<file path="src/hw/rtl/kps_pkg.sv">
package kps_pkg;

  // Keypad geometry
  localparam int ROWS = 4;
  localparam int COLS = 4;

  localparam int ROW_W  = 2;
  localparam int COL_W  = 2;
  localparam int KEY_W  = ROW_W + COL_W;
  localparam int CHAR_W = 8;
  localparam int CNT_W  = 8;

  localparam logic [COLS-1:0]  COL_MASK = {COLS{1'b1}};
  localparam logic [ROW_W-1:0] LAST_ROW = ROW_W'(ROWS - 1);

  // Configuration port
  localparam int CFG_IDX_W  = 3;
  localparam int CFG_DATA_W = 64;

  localparam logic [CFG_IDX_W-1:0] REG_DEBOUNCE_TICKS  = 3'd0;
  localparam logic [CFG_IDX_W-1:0] REG_DEBOUNCE_ENABLE = 3'd1;
  localparam logic [CFG_IDX_W-1:0] REG_ACTIVE_LEVEL    = 3'd2;
  localparam logic [CFG_IDX_W-1:0] REG_KEYPAD_ENABLE   = 3'd3;
  localparam logic [CFG_IDX_W-1:0] REG_CHAR_MAP_LOW    = 3'd4;
  localparam logic [CFG_IDX_W-1:0] REG_CHAR_MAP_HIGH   = 3'd5;

  localparam logic [CNT_W-1:0] DEBOUNCE_TICKS_RST = 8'd20;

  typedef enum logic [2:0] {
    PH_SCAN    = 3'b001,
    PH_WAIT    = 3'b010,
    PH_RELEASE = 3'b100
  } kps_phase_t;

  typedef struct packed {
    logic [CNT_W-1:0]      debounce_ticks;
    logic                  debounce_enable;
    logic                  active_level;
    logic                  keypad_enable;
    logic [CFG_DATA_W-1:0] char_map_low;
    logic [CFG_DATA_W-1:0] char_map_high;
  } kps_cfg_t;

  typedef struct packed {
    logic [ROW_W-1:0]  row_select;
    logic              key_valid;
    logic [ROW_W-1:0]  key_row;
    logic [COL_W-1:0]  key_col;
    logic [CHAR_W-1:0] key_char;
  } kps_result_t;

endpackage

</file>
<file path="src/hw/rtl/kps_in_if.sv">
interface kps_in_if;
  logic       valid;
  logic       ready;
  logic [3:0] col_sample;

  modport source (output valid, output col_sample, input ready);
  modport sink   (input valid, input col_sample, output ready);
endinterface

</file>
<file path="src/hw/rtl/kps_out_if.sv">
interface kps_out_if;
  logic       valid;
  logic       ready;
  logic [1:0] row_select;
  logic       key_valid;
  logic [1:0] key_row;
  logic [1:0] key_col;
  logic [7:0] key_char;

  modport source (output valid, output row_select, output key_valid, output key_row,
                  output key_col, output key_char, input ready);
  modport sink   (input valid, input row_select, input key_valid, input key_row,
                  input key_col, input key_char, output ready);
endinterface

</file>
<file path="src/hw/rtl/kps_cfg_regs.sv">
module kps_cfg_regs
  import kps_pkg::*;
(
  input  logic                  clk,
  input  logic                  rst_n,
  input  logic                  cfg_we,
  input  logic [CFG_IDX_W-1:0]  cfg_index,
  input  logic [CFG_DATA_W-1:0] cfg_wdata,
  output kps_cfg_t              cfg
);

  kps_cfg_t cfg_r;
  kps_cfg_t cfg_nxt;

  always_comb begin
    cfg_nxt = cfg_r;
    if (cfg_we) begin
      case (cfg_index)
        REG_DEBOUNCE_TICKS:  cfg_nxt.debounce_ticks  = cfg_wdata[CNT_W-1:0];
        REG_DEBOUNCE_ENABLE: cfg_nxt.debounce_enable = cfg_wdata[0];
        REG_ACTIVE_LEVEL:    cfg_nxt.active_level    = cfg_wdata[0];
        REG_KEYPAD_ENABLE:   cfg_nxt.keypad_enable   = cfg_wdata[0];
        REG_CHAR_MAP_LOW:    cfg_nxt.char_map_low    = cfg_wdata;
        REG_CHAR_MAP_HIGH:   cfg_nxt.char_map_high   = cfg_wdata;
        default:             cfg_nxt = cfg_r;
      endcase
    end
  end

  always_ff @(posedge clk) begin
    if (!rst_n) begin
      cfg_r.debounce_ticks  <= DEBOUNCE_TICKS_RST;
      cfg_r.debounce_enable <= 1'b1;
      cfg_r.active_level    <= 1'b0;
      cfg_r.keypad_enable   <= 1'b1;
      cfg_r.char_map_low    <= '0;
      cfg_r.char_map_high   <= '0;
    end else begin
      cfg_r <= cfg_nxt;
    end
  end

  assign cfg = cfg_r;

endmodule

</file>
<file path="src/hw/rtl/kps_scan_fsm.sv">
module kps_scan_fsm
  import kps_pkg::*;
(
  input  logic        clk,
  input  logic        rst_n,
  input  logic        step_en,
  input  logic [3:0]  col_sample,
  input  kps_cfg_t    cfg,
  output kps_result_t res
);

  kps_phase_t       phase_r, phase_nxt;
  logic [ROW_W-1:0] scan_row_r, scan_row_nxt;
  logic [COL_W-1:0] held_col_r, held_col_nxt;
  logic [CNT_W-1:0] wait_count_r, wait_count_nxt;

  logic [COLS-1:0]   mask;
  logic              any_active;
  logic [COL_W-1:0]  low_col;
  logic              held_active;
  logic              valid;
  logic [ROW_W-1:0]  krow;
  logic [COL_W-1:0]  kcol;
  logic [ROW_W-1:0]  row_inc;
  logic [KEY_W-1:0]  key_num;
  logic [CFG_DATA_W-1:0] map_sel;

  // Pressed columns, at the configured active level
  always_comb begin
    mask = (cfg.active_level ? col_sample[COLS-1:0] : ~col_sample[COLS-1:0]) & COL_MASK;
    any_active = |mask;
    low_col = '0;
    for (int c = COLS - 1; c >= 0; c--) begin
      if (mask[c]) low_col = COL_W'(c);
    end
  end

  assign held_active = mask[held_col_r];
  assign row_inc     = (scan_row_r == LAST_ROW) ? '0 : scan_row_r + 1'b1;

  always_comb begin
    phase_nxt      = phase_r;
    scan_row_nxt   = scan_row_r;
    held_col_nxt   = held_col_r;
    wait_count_nxt = wait_count_r;
    valid          = 1'b0;
    krow           = '0;
    kcol           = '0;
    if (!cfg.keypad_enable) begin
      // drop any wait, keep the rows cycling
      phase_nxt    = PH_SCAN;
      scan_row_nxt = row_inc;
    end else begin
      case (phase_r)
        PH_WAIT: begin
          if (wait_count_r != '0) begin
            wait_count_nxt = wait_count_r - 1'b1;
          end else if (held_active) begin
            phase_nxt = PH_RELEASE;
          end else begin
            phase_nxt    = PH_SCAN;
            scan_row_nxt = '0;
          end
        end
        PH_RELEASE: begin
          if (!held_active) begin
            valid        = 1'b1;
            krow         = scan_row_r;
            kcol         = held_col_r;
            phase_nxt    = PH_SCAN;
            scan_row_nxt = '0;
          end
        end
        default: begin
          phase_nxt = PH_SCAN;
          if (any_active) begin
            if (cfg.debounce_enable) begin
              held_col_nxt   = low_col;
              wait_count_nxt = cfg.debounce_ticks;
              phase_nxt      = PH_WAIT;
            end else begin
              valid        = 1'b1;
              krow         = scan_row_r;
              kcol         = low_col;
              scan_row_nxt = '0;
            end
          end else begin
            scan_row_nxt = row_inc;
          end
        end
      endcase
    end
  end

  // Key number is row * COLS + col; byte of the matching map word
  always_comb begin
    key_num = KEY_W'(krow * COLS) + KEY_W'(kcol);
    map_sel = key_num[KEY_W-1] ? cfg.char_map_high : cfg.char_map_low;
  end

  always_comb begin
    res.row_select = scan_row_nxt;
    res.key_valid  = valid;
    res.key_row    = krow;
    res.key_col    = kcol;
    res.key_char   = valid ? map_sel[key_num[KEY_W-2:0]*CHAR_W +: CHAR_W] : '0;
  end

  always_ff @(posedge clk) begin
    if (!rst_n) begin
      phase_r      <= PH_SCAN;
      scan_row_r   <= '0;
      held_col_r   <= '0;
      wait_count_r <= '0;
    end else if (step_en) begin
      phase_r      <= phase_nxt;
      scan_row_r   <= scan_row_nxt;
      held_col_r   <= held_col_nxt;
      wait_count_r <= wait_count_nxt;
    end
  end

endmodule

</file>
<file path="src/hw/rtl/matrix_keypad_scan_debounce_core.sv">
// 4x4 matrix keypad scanner with debounce.
//
// Input channel in_ch: one beat per scan tick, carrying col_sample, the column
// levels seen while the row from the previous row_select was driven.
// Result channel out_ch: exactly one beat per input beat, in order, with the
// row to drive next (row_select) and, when key_valid is high, the reported
// key's row, column and mapped character (all zero otherwise).
// Configuration: cfg_we/cfg_index/cfg_wdata write one register per cycle;
// write only while no beat is in flight.
//
// Path: a beat accepted on in_ch is held in the input register, then passes
// through the scan step into the result register.
// Throughput: one beat per cycle while out_ch.ready stays high; the scan state
// updates on every step, so back-to-back ticks flow without bubbles.
// Stall: while out_ch.ready is low the result register holds its beat and the
// input register can still take one more beat; in_ch.ready then drops.
// Reset (rst_n low, synchronous): both channels empty, scanning at row 0,
// configuration registers at their default values.
module matrix_keypad_scan_debounce_core
  import kps_pkg::*;
(
  input  logic                  clk,
  input  logic                  rst_n,
  kps_in_if.sink                in_ch,
  kps_out_if.source             out_ch,
  input  logic                  cfg_we,
  input  logic [CFG_IDX_W-1:0]  cfg_index,
  input  logic [CFG_DATA_W-1:0] cfg_wdata
);

  kps_cfg_t    cfg;
  kps_result_t step_res;

  logic        in_valid_r, in_valid_nxt;
  logic [3:0]  in_col_r;
  logic        out_valid_r, out_valid_nxt;
  kps_result_t out_res_r;

  logic        in_take;
  logic        advance;

  kps_cfg_regs u_cfg (
    .clk       (clk),
    .rst_n     (rst_n),
    .cfg_we    (cfg_we),
    .cfg_index (cfg_index),
    .cfg_wdata (cfg_wdata),
    .cfg       (cfg)
  );

  // Advance the held tick into the result register whenever it has room
  assign advance     = in_valid_r && (!out_valid_r || out_ch.ready);
  assign in_ch.ready = !in_valid_r || advance;
  assign in_take     = in_ch.valid && in_ch.ready;

  kps_scan_fsm u_fsm (
    .clk        (clk),
    .rst_n      (rst_n),
    .step_en    (advance),
    .col_sample (in_col_r),
    .cfg        (cfg),
    .res        (step_res)
  );

  always_comb begin
    in_valid_nxt = in_valid_r;
    if (in_take) begin
      in_valid_nxt = 1'b1;
    end else if (advance) begin
      in_valid_nxt = 1'b0;
    end
    out_valid_nxt = out_valid_r;
    if (advance) begin
      out_valid_nxt = 1'b1;
    end else if (out_ch.ready) begin
      out_valid_nxt = 1'b0;
    end
  end

  always_ff @(posedge clk) begin
    if (!rst_n) begin
      in_valid_r  <= 1'b0;
      out_valid_r <= 1'b0;
    end else begin
      in_valid_r  <= in_valid_nxt;
      out_valid_r <= out_valid_nxt;
    end
  end

  // Payload registers: load only on a beat, no reset needed
  always_ff @(posedge clk) begin
    if (in_take) begin
      in_col_r <= in_ch.col_sample;
    end
    if (advance) begin
      out_res_r <= step_res;
    end
  end

  assign out_ch.valid      = out_valid_r;
  assign out_ch.row_select = out_res_r.row_select;
  assign out_ch.key_valid  = out_res_r.key_valid;
  assign out_ch.key_row    = out_res_r.key_row;
  assign out_ch.key_col    = out_res_r.key_col;
  assign out_ch.key_char   = out_res_r.key_char;

endmodule

</file>
<file path="src/flat_wrapper.sv">
// flat-port wrapper written by rule: the top's interface ports become plain ports
module matrix_keypad_scan_debounce_core_flat import kps_pkg::*;
  (clk, rst_n, cfg_we, cfg_index, cfg_wdata, in_ch_valid, in_ch_col_sample, in_ch_ready, out_ch_valid, out_ch_row_select, out_ch_key_valid, out_ch_key_row, out_ch_key_col, out_ch_key_char, out_ch_ready);
  kps_in_if in_ch_i ();
  kps_out_if out_ch_i ();
  input  logic clk;
  input  logic rst_n;
  input  logic cfg_we;
  input  logic [CFG_IDX_W-1:0] cfg_index;
  input  logic [CFG_DATA_W-1:0] cfg_wdata;
  input wire logic [$bits(in_ch_i.valid)-1:0] in_ch_valid;
  input wire logic [$bits(in_ch_i.col_sample)-1:0] in_ch_col_sample;
  output wire logic [$bits(in_ch_i.ready)-1:0] in_ch_ready;
  output wire logic [$bits(out_ch_i.valid)-1:0] out_ch_valid;
  output wire logic [$bits(out_ch_i.row_select)-1:0] out_ch_row_select;
  output wire logic [$bits(out_ch_i.key_valid)-1:0] out_ch_key_valid;
  output wire logic [$bits(out_ch_i.key_row)-1:0] out_ch_key_row;
  output wire logic [$bits(out_ch_i.key_col)-1:0] out_ch_key_col;
  output wire logic [$bits(out_ch_i.key_char)-1:0] out_ch_key_char;
  input wire logic [$bits(out_ch_i.ready)-1:0] out_ch_ready;
  assign in_ch_i.valid = in_ch_valid;
  assign in_ch_i.col_sample = in_ch_col_sample;
  assign in_ch_ready = in_ch_i.ready;
  assign out_ch_valid = out_ch_i.valid;
  assign out_ch_row_select = out_ch_i.row_select;
  assign out_ch_key_valid = out_ch_i.key_valid;
  assign out_ch_key_row = out_ch_i.key_row;
  assign out_ch_key_col = out_ch_i.key_col;
  assign out_ch_key_char = out_ch_i.key_char;
  assign out_ch_i.ready = out_ch_ready;
  matrix_keypad_scan_debounce_core u_core (.clk(clk), .rst_n(rst_n), .in_ch(in_ch_i), .out_ch(out_ch_i), .cfg_we(cfg_we), .cfg_index(cfg_index), .cfg_wdata(cfg_wdata));
endmodule
</file>
<file path="config.mk">
export PLATFORM = sky130hd
export DESIGN_NAME = matrix_keypad_scan_debounce_core_flat
export DESIGN_NICKNAME = d
export VERILOG_FILES = /design/src/hw/rtl/kps_pkg.sv /design/src/hw/rtl/kps_in_if.sv /design/src/hw/rtl/kps_out_if.sv /design/src/hw/rtl/kps_cfg_regs.sv /design/src/hw/rtl/kps_scan_fsm.sv /design/src/hw/rtl/matrix_keypad_scan_debounce_core.sv /design/src/flat_wrapper.sv
export SDC_FILE = /design/constraint.sdc
export NUM_CORES = 1
export LEC_CHECK = 0
export ABC_AREA = 1
export BUFFER_PORTS_ARGS = -buffer_cell sky130_fd_sc_hd__buf_2
export CORE_ASPECT_RATIO = 0.75
export CORE_MARGIN = 2
export CORE_UTILIZATION = 50
export DETAILED_ROUTE_END_ITERATION = 6
export GPL_ROUTABILITY_DRIVEN = 0
export PLACE_DENSITY = 0.72
export RECOVER_POWER = 50
export SLEW_MARGIN = 20
export SYNTH_ARGS = -nofsm -noshare
export SYNTH_HDL_FRONTEND = slang
export SYNTH_HIERARCHICAL = 1
export SYNTH_SLANG_ARGS = --single-unit
</file>
<file path="constraint.sdc">
create_clock -name clk -period 2.4 [get_ports clk]
set_clock_uncertainty 0.05 [all_clocks]
set_input_delay 0.48 -clock clk [delete_from_list [all_inputs] [get_ports clk]]
set_output_delay 0.48 -clock clk [all_outputs]
set_load 0.1 [all_outputs]
</file>
# == Word level (Yosys, flattened, before mapping) ==
# Cells that the tools add are included.
# classes
n_reduce_logical,23
eq_ne,11
muxes,45
addsub,3
n_lt_le_gt_ge,1
bitwise_logic,3
shifts,1
# op_table
operator,n
64-bit 2-to-1 mux,1
64-bit by 7-bit indexed part select with 8-bit output,1
2-bit 2-to-1 mux,20
8-bit 2-to-1 mux,3
8-bit case mux with 2 select lines,1
3-bit 2-to-1 mux,4
2-bit case mux with 2 select lines,3
2-bit AND reduction,6
3-bit by 2-bit equality test with 1-bit output (second input constant),3
3-bit equality test (second input constant),3
1-bit 2-to-1 mux,9
2-bit nonzero test,4
8-bit nonzero test,1
8-bit by 1-bit subtractor with 8-bit output (second input constant),1
3-bit inequality test (second input constant),2
3-bit case mux with 2 select lines,1
6-bit AND reduction,1
5-bit AND reduction,1
4-bit by 2-bit adder with 4-bit output,1
4-bit 2-to-1 mux,1
4-bit NOT,1
4-bit OR reduction,1
3-bit by 1-bit equality test with 1-bit output (second input constant),1
3-bit logical NOT,1
12 further kinds,16
# totals
regBits,175
out_inout_bits,17

# == Depth between registers and ports, before layout ==
# logic_depth
word_depth,13
ltp_mapped,17
depth_no_buf,16

# == Cells and area by module ==
# The synthesis kept the hierarchy.
# modules_own_cells
mod,instances,seq_area_each_um2,cells_per_inst,area_each_um2
kps_cfg_regs,1,2782.7,829,5756.8
kps_scan_fsm,1,300.3,491,2611.3
matrix_keypad_scan_debounce_core,1,610.6,32,665.6

# == Least setup slack after synthesis ==
# Ideal clock, no wire load.
# synth_path
path_kind,register to register
startpoint,register u_core.out_valid_r (netlist: u_core/out_ch.valid)
endpoint,register u_core.u_fsm.wait_count_r[3]
path_buffers,0
t_arrival_ns,2.736
setup_ns,0.115
slack_ns,-0.501
path_stages_with_launch,6
required_time_ns,2.235
cell_sequence,dfxtp_1 -> a21oi_1 -> inv_1 -> o31ai_2 -> a21oi_1 -> o21a_1
# synth_between
elab_chain_len,4
# synth_lines
item,line,rtl
"start, declared",matrix_keypad_scan_debounce_core.sv:36,"logic out_valid_r, out_valid_nxt;"
"start signal, assigned",matrix_keypad_scan_debounce_core.sv:86,out_valid_r <= out_valid_nxt;
1-bit logical NOT,matrix_keypad_scan_debounce_core.sv:52,assign advance = in_valid_r && (!out_valid_r || out_ch.ready);
1-bit logical OR,matrix_keypad_scan_debounce_core.sv:52,
1-bit logical AND,matrix_keypad_scan_debounce_core.sv:52,
via u_core.advance,matrix_keypad_scan_debounce_core.sv:40,logic advance;
6-bit AND reduction (no line),--,
"end signal, assigned",kps_scan_fsm.sv:119,wait_count_r <= wait_count_nxt;
"end, declared",kps_scan_fsm.sv:15,"logic [CNT_W-1:0] wait_count_r, wait_count_nxt;"
# The timed path passes the listed nets, and every way through them passes these cells.
# A chain may end at the register's enable or synchronous reset.

# == Worst setup path after layout ==
# layout_path
startpoint,register u_core.in_col_r[2]
endpoint,"register u_core.out_res_r, in the netlist u_core/out_ch.key_char[5] (data pin)"
# layout_between
elab_chain_len,12
# layout_lines
item,line,rtl
"start, declared",matrix_keypad_scan_debounce_core.sv:35,logic [3:0] in_col_r;
"start signal, assigned",matrix_keypad_scan_debounce_core.sv:93,in_col_r <= in_ch.col_sample;
4-bit NOT,kps_scan_fsm.sv:30,mask = (cfg.active_level ? col_sample[COLS-1:0] : ~col_sample[COLS-1:0]) & COL_MASK;
4-bit 2-to-1 mux (*),kps_scan_fsm.sv:30,
2-bit 2-to-1 mux (3 in series),kps_scan_fsm.sv:34,if (mask[c]) low_col = COL_W'(c);
2-bit 2-to-1 mux,kps_scan_fsm.sv:77,if (cfg.debounce_enable) begin
2-bit 2-to-1 mux,kps_scan_fsm.sv:76,if (any_active) begin
2-bit case mux with 2 select lines,kps_scan_fsm.sv:54,case (phase_r)
2-bit 2-to-1 mux,kps_scan_fsm.sv:49,if (!cfg.keypad_enable) begin
4-bit by 2-bit adder with 4-bit output,kps_scan_fsm.sv:97,key_num = KEY_W'(krow * COLS) + KEY_W'(kcol);
64-bit 2-to-1 mux,kps_scan_fsm.sv:98,map_sel = key_num[KEY_W-1] ? cfg.char_map_high : cfg.char_map_low;
64-bit by 7-bit indexed part select with 8-bit output,kps_scan_fsm.sv:106,res.key_char = valid ? map_sel[key_num[KEY_W-2:0]*CHAR_W +: CHAR_W] : '0;
"end signal, assigned",matrix_keypad_scan_debounce_core.sv:96,out_res_r <= step_res;
"end, declared",matrix_keypad_scan_debounce_core.sv:37,kps_result_t out_res_r;
# Mark *: on every way between the ends. The rest lies on a longest branch, timed or not. The select of a mux whose other input is x is not followed.

==> metrics.md <==
| Metric | Value |
|---|---|
| Routed vias | 8876 |
| Number of global-route vias before repair | 7824 |
| Leading cell types by count after synthesis | nor2_1, nand2_1, nand3_1, dfxtp_1, inv_1 |
| Seq cells post-synth | 175 |
| Register clock-pin slew on the reported worst setup and hold paths | 0.07 ns |
| Final setup violation count | 0 |
| Share of the synthesized area in the top cell type | 34.6% |
| Number of core rows | 42 |
| Drt first pass iters | 6 |
| Die boundary width | 159 µm |
| Routed Wire Length | 24.5 mm |
| PnR worst setup slack | 0.129 ns |
| Number of violations of the max-capacitance limit | 0 |
| Top achievable clock speed | 440 MHz |
| Worst slack, placed | 0.0463 ns |
| Initial cell density of the core | 51.2% |
| Share of total power in sequential cells | 46.8% |
| Outcome | completed |
| Cell area reported after detailed placement | 9620 µm² |
| Asr flop ratio synth | 0% |
| Number of antenna repair diodes | 0 |
| Number of buffers on the longest clock path | 2 |
| Number of flops mapped to enable cells by yosys | 19 |
| Count of port buffers added during placement | 92 |
| DR iter-0 viols | 1034 |
| Layout cell share with drive strength beyond 1 | 13.3% |
| Placeable core region | 17700 µm² |
| Cell count after synthesis | 1352 |
| Yosys synthesis warning count | 6 |
| Type of the most critical hold path | input port to flop |
| Setup Fix Bufs, Post-CTS | 0 |
| CTS Buf Count | 17 |
| Final Slew Violations | 0 |
| Number of standard cells in the final layout excluding fillers | 1657 |
| Detailed placement HPWL | 16.1 mm |
| Most Frequent Cell on Critical Path | nand3_1 |
| Cell accounting for the most synthesized area | dfxtp_1 |
| Cell with the largest stage delay on the worst path | edfxtp_1 |
| Inst Count DP | 1625 |
| Least-Margin Pin Slew | 1.20 ns |
| Antenna violations before repair | 0 |
| Count of unique library cells instantiated by Yosys | 36 |
| Sequential share of the synthesized area | 40.9% |
| Wire length per cell after detailed routing | 14.8 µm |
| CTS tree | built |
| Hold buffer count at CTS | 0 |
| Cell chosen for the clock root | clkbuf_16 |
| Crit-path cells | nand2_1 -> nand3_1 -> nand3_1 -> nand3_2 -> nand2_4 -> nand3_2 -> buf_12 -> nand2_1 -> nand3_1 -> nand3_1 -> nand3_1 -> nand2_1 -> nor2_1 |
| DIE AREA | 19200 µm² |
| Summed area of non-filler cells in the final layout | 10100 µm² |
| Type of destination of the critical path | flop |
| Layout overhead on the synthesized area | 12.1% |
| Number of levels the H-tree was split into | 4 |
| RSZ-0062 raised after global routing | true |
| Final hold violations | 0 |
| Predominant post-synthesis flop cell | dfxtp_1 |
| DR vias/cell | 5.36 |
| Most area-consuming cells after synthesis | dfxtp_1, nand3_1, nor2_1, nand2_1, edfxtp_1 |
| Largest vdd supply drop | 0.466 mV |
| Layout net count | 1481 |
| Power density cells | 665 nW/µm² |
| Critical path buffers and inverters | 1 |
| Share of the clock period used by the worst path after layout | 94.6% |
| Number of nets with antenna violations after detailed routing | 0 |
| Relative slew slack | 19.5% |
| Overall track demand over capacity in global routing | 26.0% |
| Sum of overflow across all layers after global routing | 0 |
| Combined area of all synthesized cells | 9030 µm² |
| Most instantiated library cell after synthesis | nor2_1 |
| Syn nets | 1431 |
| Critical path's top delay family | simple AND/OR/NAND/NOR gates |
| Maximum number of pins on one net before global-route repair | 72 |
| Highest fanout seen on the critical path | 38 |
| Sw Share | 29.7% |
| Critical path data required time | 2.55 ns |
| Wire length of the first global-routing pass | 40.4 mm |
| Num Clock Sinks | 175 |
| DRC violation count after routing | 0 |
| Type of element launching the critical path | flop |
| Proportion of power drawn by combinational gates | 13.2% |
| Later-pin clock latency in the skew report | 0.44 ns |
| Average cell area after synthesis | 6.68 µm² |
| I/O Pins | 93 |
| Net switching power figure | 2.00 mW |
| Leakage power of the design | 4.53 nW |
| Relative contribution of the clock network to total power | 40.0% |
| Die height | 120 µm |
| CP peak stage delay | 0.39 ns |
| Category of the most critical setup path | flop to flop |
| Post-layout min period | 2.27 ns |
| Internal Dissipation | 4.73 mW |
| Arrival time at the worst endpoint | 2.42 ns |
## cells in the final DEF, fill, tap and decap left out, types with 4 or more instances in the layout
cell type / count
dfxtp_1: 154
buf_12: 11
nand2_1: 298
nor2_1: 314
a21oi_1: 21
nand2_2: 9
nand4_1: 44
nand3_2: 4
inv_2: 6
nor2_4: 4
o21ai_0: 20
buf_2: 89
clkbuf_16: 17
inv_6: 9
nand3_1: 241
buf_4: 13
inv_1: 97
edfxtp_1: 19
## flip-flops by register name (all words and copies together) (netlist names)
signal / flops
u_core/u_cfg/cfg: 139
u_core/out_ch.key_char: 8
u_core/u_fsm/wait_count_r: 8
u_core/in_col_r: 4
u_core/u_fsm/phase_r: 3
u_core/out_ch.key_col: 2
u_core/out_ch.key_row: 2
u_core/out_ch.row_select: 2
u_core/u_fsm/held_col_r: 2
u_core/u_fsm/scan_row_r: 2
u_core/in_valid_r: 1
u_core/out_ch.key_valid: 1
u_core/out_ch.valid: 1
## power by group through the flow
| stage | sequential, mW | combinational [mW] | clock, mW |
|---|---|---|---|
| floorplan | 3.28 | 0.576 | 0 |
| global placement | 3.21 | 0.878 | 0 |
| detailed placement | 3.22 | 0.889 | 0 |
| CTS | 3.15 | 0.892 | 2.73 |
| global route | 3.16 | 0.987 | 2.86 |
| finish | 3.15 | 0.888 | 2.70 |
## layout make-up
type	instances	area (µm²)
clock buffer	17	425
clock inverter	15	138
fill	1747	7530
inverter	106	402
multi-input combinational	982	4360
sequential	175	3700
tap	242	303
timing repair buffer	120	808
## worst register-to-register path, cell delays in order, from the launching register on
cell	delay (ns)
edfxtp_1	0.39
nand2_1	0.14
nand3_1	0.09
nand3_1	0.15
nand3_2	0.12
nand2_4	0.09
nand3_2	0.16
buf_12	0.23
nand2_1	0.11
nand3_1	0.12
nand3_1	0.12
nand3_1	0.10
nand2_1	0.11
nor2_1	0.05
## metal layers
metal / wire (µm) / vias up / global-route usage, %
li1: - / 4431 / -
met1: 12000 / 4044 / 39.7
met2: 10200 / 386 / 38.0
met3: 2200 / 15 / 5.73
met4: 137 / 0 / 4.49
met5: 0 / - / 0
## cells by family (layout without fill, tap and decap cells)
| family | after synthesis | in the layout | synth area share [%] |
|---|---|---|---|
| compound gates | 58 | 58 | 3.82 |
| xor+xnor | 1 | 1 | 0.0970 |
| fa+ha+maj | 3 | 3 | 0.416 |
| buf+inv | 195 | 258 | 10.9 |
| flops | 175 | 175 | 40.9 |
| simple gates | 920 | 920 | 43.9 |
## stage by stage
| stage | setup TNS [ns] | utilization (%) | hold WS [ns] | power, mW |
|---|---|---|---|---|
| 6_report | 0 | 57.4 | 0.158 | 6.73 |
| 5_1_grt | -0.0517 | 57.4 | 0.145 | 7.01 |
| 4_1_cts | 0 | 57.7 | 0.148 | 6.77 |
| 3_5_place_dp | 0 | 54.5 | 0.407 | 4.10 |
| 3_3_place_gp | 0 | 54.5 | 0.407 | 4.09 |
| 2_1_floorplan | -0.00405 | - | 0.392 | 3.85 |
## what timing repair did
action / 4_1_cts / 5_1_grt
resized for setup: 0 / 8
setup endpoints to repair: 0 / 8
endpoints found under the hold margin: 0 / 0
## final timing paths
path	slack, ns	endpoint	cells past startpoint	start
worst max-delay path	0.13	u_core/out_ch.key_char[5]	13	u_core/in_col_r[2]
worst min-delay path	0.16	u_core/in_col_r[0]	1	in_ch_col_sample[0]
worst max register to register	0.13	u_core/out_ch.key_char[5]	13	u_core/in_col_r[2]
worst min register to register	0.43	u_core/u_cfg/cfg[133]	2	u_core/u_cfg/cfg[133]
Note: power is estimated with default switching activity, not from simulation.
